<file path="config.mk">
export PLATFORM = sky130hd
export DESIGN_NAME = first_fit_range_allocator
export DESIGN_NICKNAME = d
export VERILOG_FILES = /design/src/design/ffra_pkg.sv /design/src/design/first_fit_range_allocator.sv /design/src/design/ffra_cell.sv /design/src/design/ffra_chain.sv /design/src/design/ffra_ctrl.sv
export SDC_FILE = /design/constraint.sdc
export NUM_CORES = 2
export LEC_CHECK = 0
export BUFFER_PORTS_ARGS = -buffer_cell sky130_fd_sc_hd__clkbuf_2
export CAP_MARGIN = 20
export CORE_MARGIN = 5
export CORE_UTILIZATION = 55
export CTS_CLUSTER_DIAMETER = 80
export DETAILED_ROUTE_END_ITERATION = 8
export HOLD_SLACK_MARGIN = 0.06
export PLACE_DENSITY = 0.75
export SLEW_MARGIN = 30
export SYNTH_ARGS = -nofsm -noshare
export SYNTH_HDL_FRONTEND = slang
export SYNTH_SLANG_ARGS = --single-unit
export TNS_END_PERCENT = 100
</file>
<file path="constraint.sdc">
create_clock -name i_clk -period 223.3 [get_ports i_clk]
set_input_delay 44.66 -clock i_clk [delete_from_list [all_inputs] [get_ports i_clk]]
set_output_delay 44.66 -clock i_clk [all_outputs]
set_load 0.1 [all_outputs]
</file>
<file path="src/design/ffra_pkg.sv">
package ffra_pkg;

    localparam int MAX_RANGES = 64;
    localparam int IDX_W      = $clog2(MAX_RANGES);
    localparam int CNT_W      = $clog2(MAX_RANGES + 1);

    localparam int ID_W       = 32;
    localparam int CFG_DATA_W = 32;
    localparam int CFG_ADDR_W = 1;

    localparam int IN_TDATA_W  = 2 * ID_W;
    localparam int OUT_FIELD_W = 3 + ID_W;
    localparam int OUT_TDATA_W = ((OUT_FIELD_W + 7) / 8) * 8;

    localparam logic [ID_W-1:0]       BOUND_RESET = ID_W'(32767);
    localparam logic [CFG_ADDR_W-1:0] ADDR_BOUND  = '0;

    typedef enum logic {
        CMD_ALLOC = 1'b0,
        CMD_FREE  = 1'b1
    } t_cmd;

    typedef enum logic [2:0] {
        ST_OK       = 3'd0,
        ST_ZERO     = 3'd1,
        ST_NOSPACE  = 3'd2,
        ST_NOTFOUND = 3'd3,
        ST_FULL     = 3'd4
    } t_status;

    typedef struct packed {
        logic [ID_W-1:0] high;
        logic [ID_W-1:0] low;
    } t_entry;

    // controller -> chain
    typedef struct packed {
        logic   shift;
        t_entry tail;
    } t_chain_ctl;

    // chain -> controller: the two cells nearest the head
    typedef struct packed {
        t_entry second;
        t_entry head;
    } t_chain_view;

endpackage

</file>
<file path="src/design/first_fit_range_allocator.sv">
// First-fit range allocator.
// Input stream: one command item per transfer; tuser selects allocate (0) or
// free (1), tdata carries the requested count and the start of a range to free.
// Output stream: one result item per command with a status code and, for a
// successful allocate, the start of the new range (0 otherwise).
// The held ranges live in a chain of 64 cells that rotates once per command
// (not for an allocate of zero); the controller looks at the head cell, finds
// the first gap that fits or the matching start, and splices entries in or out
// at the tail as they pass. Every other command waits for the full turn of
// the cell chain before its result. One item is in work at a time; the next
// is taken once the result has moved to the output register.
// The APB register space_upper_bound (byte address 0) is to be written only
// while idle; the block itself does not enforce it.
// Reset empties the table and sets the bound to 32767; no clearing pass.
// When the receiver stalls, the result waits in the output register and a
// further finished result holds the controller until that register frees.
module first_fit_range_allocator
    import ffra_pkg::*;
(
    input  logic                   i_clk,
    input  logic                   i_rst_n,
    input  logic                   i_s_axis_tvalid,
    output logic                   o_s_axis_tready,
    input  logic [IN_TDATA_W-1:0]  i_s_axis_tdata,   // count, start_req
    input  logic                   i_s_axis_tuser,   // command
    output logic                   o_m_axis_tvalid,
    input  logic                   i_m_axis_tready,
    output logic [OUT_TDATA_W-1:0] o_m_axis_tdata,   // status, range_start, zero pad
    input  logic                   psel,
    input  logic                   penable,
    input  logic                   pwrite,
    input  logic [CFG_ADDR_W-1:0]  paddr,
    input  logic [CFG_DATA_W-1:0]  pwdata,
    output logic [CFG_DATA_W-1:0]  prdata,
    output logic                   pready
);

    logic [ID_W-1:0] r_bound;
    t_chain_ctl      chain_ctl;
    t_chain_view     chain_view;
    t_status         status;
    logic [ID_W-1:0] range_start;
    t_cmd            cmd;

    assign pready = 1'b1;

    always_ff @(posedge i_clk) begin
        if (!i_rst_n) begin
            r_bound <= BOUND_RESET;
        end else if (psel && penable && pwrite && pready && paddr == ADDR_BOUND) begin
            r_bound <= pwdata;
        end
    end

    assign prdata = (paddr == ADDR_BOUND) ? r_bound : '0;

    assign cmd = t_cmd'(i_s_axis_tuser);

    ffra_ctrl u_ctrl (
        .i_clk         (i_clk),
        .i_rst_n       (i_rst_n),
        .i_bound       (r_bound),
        .i_s_valid     (i_s_axis_tvalid),
        .o_s_ready     (o_s_axis_tready),
        .i_cmd         (cmd),
        .i_count       (i_s_axis_tdata[ID_W-1:0]),
        .i_start_req   (i_s_axis_tdata[2*ID_W-1:ID_W]),
        .o_m_valid     (o_m_axis_tvalid),
        .i_m_ready     (i_m_axis_tready),
        .o_status      (status),
        .o_range_start (range_start),
        .o_chain       (chain_ctl),
        .i_view        (chain_view)
    );

    ffra_chain u_chain (
        .i_clk  (i_clk),
        .i_ctl  (chain_ctl),
        .o_view (chain_view)
    );

    assign o_m_axis_tdata = {(OUT_TDATA_W - OUT_FIELD_W)'(0), range_start, status};

endmodule

</file>
<file path="src/design/ffra_cell.sv">
module ffra_cell
    import ffra_pkg::*;
(
    input  logic   i_clk,
    input  logic   i_shift,
    input  t_entry i_next,
    output t_entry o_entry
);

    t_entry r_entry;

    always_ff @(posedge i_clk) begin
        if (i_shift) begin
            r_entry <= i_next;
        end
    end

    assign o_entry = r_entry;

endmodule

</file>
<file path="src/design/ffra_chain.sv">
module ffra_chain
    import ffra_pkg::*;
(
    input  logic        i_clk,
    input  t_chain_ctl  i_ctl,
    output t_chain_view o_view
);

    t_entry cell_q [MAX_RANGES];

    // entries move one cell towards the head on every shift; the tail is fed
    // by the controller
    for (genvar g = 0; g < MAX_RANGES; g++) begin : g_cell
        t_entry nxt;
        if (g == MAX_RANGES - 1) begin : g_tail
            assign nxt = i_ctl.tail;
        end else begin : g_mid
            assign nxt = cell_q[g+1];
        end

        ffra_cell u_cell (
            .i_clk   (i_clk),
            .i_shift (i_ctl.shift),
            .i_next  (nxt),
            .o_entry (cell_q[g])
        );
    end

    assign o_view.head   = cell_q[0];
    assign o_view.second = cell_q[1];

endmodule

</file>
<file path="src/design/ffra_ctrl.sv">
module ffra_ctrl
    import ffra_pkg::*;
(
    input  logic                   i_clk,
    input  logic                   i_rst_n,
    input  logic [ID_W-1:0]        i_bound,
    input  logic                   i_s_valid,
    output logic                   o_s_ready,
    input  t_cmd                   i_cmd,
    input  logic [ID_W-1:0]        i_count,
    input  logic [ID_W-1:0]        i_start_req,
    output logic                   o_m_valid,
    input  logic                   i_m_ready,
    output t_status                o_status,
    output logic [ID_W-1:0]        o_range_start,
    output t_chain_ctl             o_chain,
    input  t_chain_view            i_view
);

    typedef enum logic [2:0] {
        S_IDLE = 3'b001,
        S_SCAN = 3'b010,
        S_DONE = 3'b100
    } t_state;

    function automatic logic gap_fits(input logic [ID_W-1:0] lo,
                                      input logic [ID_W-1:0] hi,
                                      input logic [ID_W-1:0] req);
        logic [ID_W:0] diff;
        diff = {1'b0, hi} - {1'b0, lo};
        return !diff[ID_W] && (diff[ID_W-1:0] >= req);
    endfunction

    t_state          r_state, n_state;
    t_cmd            r_cmd;
    logic [ID_W-1:0] r_req, r_first;
    logic            r_zero;
    logic [CNT_W-1:0] r_count, n_count;
    logic [IDX_W-1:0] r_step;
    logic [ID_W-1:0] r_prev_high;
    logic            r_found, n_found;
    logic [ID_W-1:0] r_start, n_start;
    t_entry          r_carry, n_carry;
    logic            r_out_valid;
    t_status         r_out_status;
    logic [ID_W-1:0] r_out_start;

    logic            accept, out_free, load_out;
    logic            in_table, gap_ok, full, fit, match;
    logic [ID_W-1:0] gap_hi;
    t_entry          new_entry, tail;
    t_status         res_status;
    logic [ID_W-1:0] res_start;

    assign accept   = i_s_valid && (r_state == S_IDLE);
    assign out_free = !r_out_valid || i_m_ready;
    assign load_out = (r_state == S_DONE) && out_free;

    assign in_table = CNT_W'(r_step) <  r_count;
    assign gap_ok   = CNT_W'(r_step) <= r_count;
    assign full     = r_count == CNT_W'(MAX_RANGES);

    // gap before the head entry; past the last held range it runs to the bound
    assign gap_hi = in_table ? i_view.head.low : i_bound;
    assign fit    = gap_ok && !r_found && gap_fits(r_prev_high, gap_hi, r_req);
    assign match  = in_table && (i_view.head.low == r_first);

    assign new_entry.low  = r_prev_high;
    assign new_entry.high = r_prev_high + r_req;

    always_comb begin
        tail    = i_view.head;
        n_found = r_found;
        n_start = r_start;
        n_carry = r_carry;
        if (r_cmd == CMD_ALLOC) begin
            if (fit) begin
                n_found = 1'b1;
                n_start = r_prev_high;
                if (!full) begin
                    tail    = new_entry;
                    n_carry = i_view.head;
                end
            end else if (r_found && !full) begin
                // one-item delay line pushes the rest up by one slot
                tail    = r_carry;
                n_carry = i_view.head;
            end
        end else begin
            if (r_found || match) begin
                tail    = i_view.second;
                n_found = 1'b1;
            end
        end
    end

    assign o_chain.shift = (r_state == S_SCAN);
    assign o_chain.tail  = tail;

    always_comb begin
        res_status = ST_NOSPACE;
        res_start  = '0;
        n_count    = r_count;
        if (r_zero) begin
            res_status = ST_ZERO;
        end else if (r_cmd == CMD_ALLOC) begin
            if (r_found) begin
                if (full) begin
                    res_status = ST_FULL;
                end else begin
                    res_status = ST_OK;
                    res_start  = r_start;
                    n_count    = r_count + CNT_W'(1);
                end
            end else if (full && gap_fits(r_prev_high, i_bound, r_req)) begin
                // gap after the last range of a full table
                res_status = ST_FULL;
            end
        end else begin
            if (r_found) begin
                res_status = ST_OK;
                n_count    = r_count - CNT_W'(1);
            end else begin
                res_status = ST_NOTFOUND;
            end
        end
    end

    always_comb begin
        n_state = r_state;
        case (r_state)
            S_IDLE: begin
                if (accept) begin
                    n_state = (i_cmd == CMD_ALLOC && i_count == '0) ? S_DONE : S_SCAN;
                end
            end
            S_SCAN: begin
                if (r_step == IDX_W'(MAX_RANGES - 1)) begin
                    n_state = S_DONE;
                end
            end
            S_DONE: begin
                if (out_free) begin
                    n_state = S_IDLE;
                end
            end
            default: n_state = S_IDLE;
        endcase
    end

    always_ff @(posedge i_clk) begin
        if (!i_rst_n) begin
            r_state     <= S_IDLE;
            r_count     <= '0;
            r_out_valid <= 1'b0;
        end else begin
            r_state <= n_state;
            if (load_out) begin
                r_count     <= n_count;
                r_out_valid <= 1'b1;
            end else if (i_m_ready) begin
                r_out_valid <= 1'b0;
            end
        end
    end

    always_ff @(posedge i_clk) begin
        if (accept) begin
            r_cmd       <= i_cmd;
            r_req       <= i_count;
            r_first     <= i_start_req;
            r_zero      <= (i_cmd == CMD_ALLOC) && (i_count == '0);
            r_step      <= '0;
            r_prev_high <= '0;
            r_found     <= 1'b0;
        end else if (r_state == S_SCAN) begin
            r_step      <= r_step + IDX_W'(1);
            r_prev_high <= i_view.head.high;
            r_found     <= n_found;
            r_start     <= n_start;
            r_carry     <= n_carry;
        end
        if (load_out) begin
            r_out_status <= res_status;
            r_out_start  <= res_start;
        end
    end

    assign o_s_ready     = (r_state == S_IDLE);
    assign o_m_valid     = r_out_valid;
    assign o_status      = r_out_status;
    assign o_range_start = r_out_start;

endmodule

</file>
==> metrics.md <==
| Metric | Value |
|---|---|
| Run status | `complete, no violations` |
| Count of cell types in the netlist | `83` |
| Delay of the slowest critical-path stage | `480 ps` |
| Clock period minus worst slack | `90,430 ps` |
| Pwr Total | `0.00168 W` |
| Initial antenna violation count | `14` |
| Synth Register Bits | `4,375` |
| DRT Pass-1 Iters | `6` |
| Final setup vio count | `0` |
| Starting Density | `55.3%` |
| Clock Tree Root | `clkbuf_16` |
| Total CTS buffers | `400` |
| CTS sink cnt | `4,375` |
| F_max | `0.0111 GHz` |
| Vias post-DR | `58,300` |
| Endpoint class of the critical path | `primary output` |
| Switching Fraction | `21.6%` |
| Final antenna-violating net count | `0` |
| Tightest Pin Transition | `1110 ps` |
| CTS tree | `yes` |
| Clk network pwr share | `41.6%` |
| Critical Path Start Type | `primary input` |
| Worst Hold Class | `register to register` |
| Final GP Congestion | `0.892` |
| Share of cells above drive strength 1 | `12.7%` |
| Crit path cell chain | `clkbuf_2, nor2b_1, clkbuf_2` |
| Comb pwr share | `4.0%` |
| Layout fillers | `16,400` |
| Slew HR | `25.7%` |
| PostCTS Resize Cnt | `0` |
| Global Route met3 Usage | `3.59%` |
| Maximum root-to-sink buffer count | `4` |
| Req. time, crit path | `178,640 ps` |
| GRT Util Overall | `19.4%` |
| Syn Inst Count | `6,167` |
| Commonest non-fill, non-tap cell in the layout | `edfxtp_1` |
| Post-Syn Area per Cell | `23.1 µm²` |
| Post-DP HPWL | `134 mm` |
| Setup Skew | `107 ps` |
| Drt via density | `5.58` |
| Total wire length | `272 mm` |
| DR DRC count | `0` |
| Worst-path clk slew | `70 ps` |
| Grt met2 use | `30.2%` |
| Die width | `519 µm` |
| Fin crit share | `40.5%` |
| Largest net degree at the start of global routing | `217` |
| Sequential share of power | `54.4%` |
| Fraction of registers with async set/reset | `0%` |
| GRT met1 Usage | `27.9%` |
| Leak Pwr | `48.0 nW` |
| Cell area after synthesis | `142,000 µm²` |
| Port-buffer cells | `173` |
| Core Region | `257,000 µm²` |
| Ports | `180` |
| Kind of critical path | `primary input to primary output` |
| VDD IR max | `0.00000851 V` |
| Ys Warns | `0` |
| Top FF cell, synth | `edfxtp_1` |
| Hold-fix buffers, CTS | `0` |
| Layout area overhead | `13.4%` |
| Max_cap viols | `0` |
| EDFF count, synth | `4,293` |
| Critical path peak fanout | `34` |
| Power Density | `10.4 nW/µm²` |
| DRT iter0 DRCs | `6,795` |
| Int Power | `0.00132 W` |
| Total grt overflow | `0` |
| Drt wl/cell | `26.1 µm` |
| Die H | `519 µm` |
| Switching pwr | `0.000362 W` |
| Most Crowded Layer GR | `met2` |
| WP data arrival | `45,770 ps` |
| Most frequent cells in the layout | `edfxtp_1, clkbuf_16, nand2_1, nor2_1, clkbuf_2` |
| Die area | `269,000 µm²` |
| First-pass GRT wire length | `389 mm` |
| Post-CTS Setup Bufs | `0` |
| Clk_lat worst skew | `920 ps` |
| Setup_tns | `0 ps` |
| Final Hold Viols | `0` |
| Crit-path slowest cell | `clkbuf_2` |
| Slew Limit Fails | `0` |
| Vias in the first global route | `58,300` |
| RSZ-0062 raised after global routing | `false` |
| Multi-input logic area | `11,000 µm²` |
| Reg area | `131,000 µm²` |
| Site Rows | `186` |
| Most used cell, CP | `clkbuf_2` |
| H-tree depth | `5` |
| Seq/Total Area, Yosys | `91.7%` |
| Nets@finish | `7,013` |
-- metrics by stage --
step	hold slack (ps)	area, µm²	util, %	worst slack [ps]	cells
after floorplan	400	142000	-	106180	6171
after global placement	400	148000	57.4	132930	9704
after detailed placement	405	148000	57.5	132860	9705
after CTS	343	161000	62.6	132860	10400
after global routing	338	161000	62.7	132780	10400
final	349	161000	62.7	132870	10400
-- final cells by class --
cell class / count / share of cell area (%)
Tap cell: 3384 / 2.62
Sequential cell: 4375 / 80.9
Clock inverter: 255 / 1.77
Inverter: 106 / 0.251
Antenna cell: 9 / 0.0140
Multi-Input combinational cell: 1598 / 6.84
Clock buffer: 468 / 6.44
Timing Repair Buffer: 252 / 1.14
-- final timing paths --
check                                            startpoint                                               to  slack, ps  depth (start not counted)
min          u_chain.g_cell[9].u_cell.o_entry[16]$_DFFE_PP_   u_chain.g_cell[8].u_cell.o_entry[16]$_DFFE_PP_        350                          0
min reg2reg  u_chain.g_cell[9].u_cell.o_entry[16]$_DFFE_PP_   u_chain.g_cell[8].u_cell.o_entry[16]$_DFFE_PP_        350                          0
max                                                   paddr                                       prdata[11]     132870                          3
max reg2reg                  u_ctrl.r_count[4]$_SDFFE_PN0P_  u_chain.g_cell[63].u_cell.o_entry[47]$_DFFE_PP_     213960                         30
-- sequential cells by signal, summed over array words and instances, names as in the netlist --
| signal | count |
|---|---|
| u_ctrl.r_step | 6 |
| u_ctrl.r_carry | 64 |
| r_bound | 32 |
| u_chain.g_cell.u_cell.o_entry | 4096 |
| u_ctrl.r_cmd | 1 |
| u_ctrl.o_status | 3 |
| u_ctrl.o_m_valid | 1 |
| u_ctrl.r_count | 7 |
| u_ctrl.r_start | 32 |
| u_ctrl.r_state | 3 |
| u_ctrl.r_found | 1 |
| u_ctrl.r_prev_high | 32 |
| u_ctrl.r_first | 32 |
| u_ctrl.r_req | 32 |
| u_ctrl.o_range_start | 32 |
| u_ctrl.r_zero | 1 |
-- power by group through the flow --
stage               registers, W  clock network, W  logic (W)
finish                  0.000913          0.000699  0.0000670
floorplan                0.00102                 0  0.0000446
global placement        0.000930                 0  0.0000636
global route            0.000913          0.000753  0.0000719
detailed placement      0.000930                 0  0.0000648
CTS                     0.000913          0.000714  0.0000658
-- Yosys cell counts (6+ instances only) --
cell type / instances / area (µm²)
a21boi_0: 24 / 180
nor3_1: 23 / 115
a21o_1: 52 / 390
o31ai_1: 11 / 82.6
buf_4: 8 / 60.1
o21ai_0: 60 / 300
and2_1: 43 / 269
mux2i_1: 66 / 661
xor2_1: 62 / 543
o211ai_1: 10 / 75.1
ha_1: 171 / 2140
nor2_1: 179 / 672
o21ai_1: 44 / 220
and3_1: 12 / 75.1
buf_2: 10 / 50.1
o22ai_1: 22 / 138
nor2b_1: 53 / 332
o21a_1: 18 / 135
nand2b_1: 21 / 131
a21oi_1: 147 / 736
a211oi_1: 18 / 135
nand2_1: 205 / 769
a31oi_1: 24 / 150
o221ai_1: 52 / 455
a221oi_1: 6 / 52.6
dfxtp_1: 82 / 1640
nor4_1: 23 / 144
xnor2_1: 46 / 403
nand4_1: 21 / 131
edfxtp_1: 4293 / 129000
nand3_1: 44 / 220
clkbuf_1: 67 / 251
o21bai_1: 8 / 60.1
buf_1: 7 / 26.3
mux2_2: 34 / 383
inv_1: 106 / 398
-- critical path, delay by kind of cell --
family	cells	cell delay (ps)
simple gates	1	250
buf+inv	2	850
-- logic make-up (layout without fill, tap and decap cells) --
| family | after synthesis | in the layout | synth area share [%] |
|---|---|---|---|
| compound gates | 543 | 543 | 2.51 |
| xor+xnor | 108 | 108 | 0.665 |
| fa+ha+maj | 175 | 175 | 1.56 |
| buf+inv | 198 | 1081 | 0.552 |
| flops | 4375 | 4375 | 91.7 |
| mux | 101 | 101 | 0.741 |
| other cells | 2 | 15 | 0.00528 |
| simple gates | 665 | 665 | 2.24 |
-- layer usage --
metal	share of wire, %	wire length [µm]
met4	4.0	10900
met5	0.0048	13
met1	42	115000
met2	47	128000
met3	6.6	18100
Power figures use the tool's default switching activity.
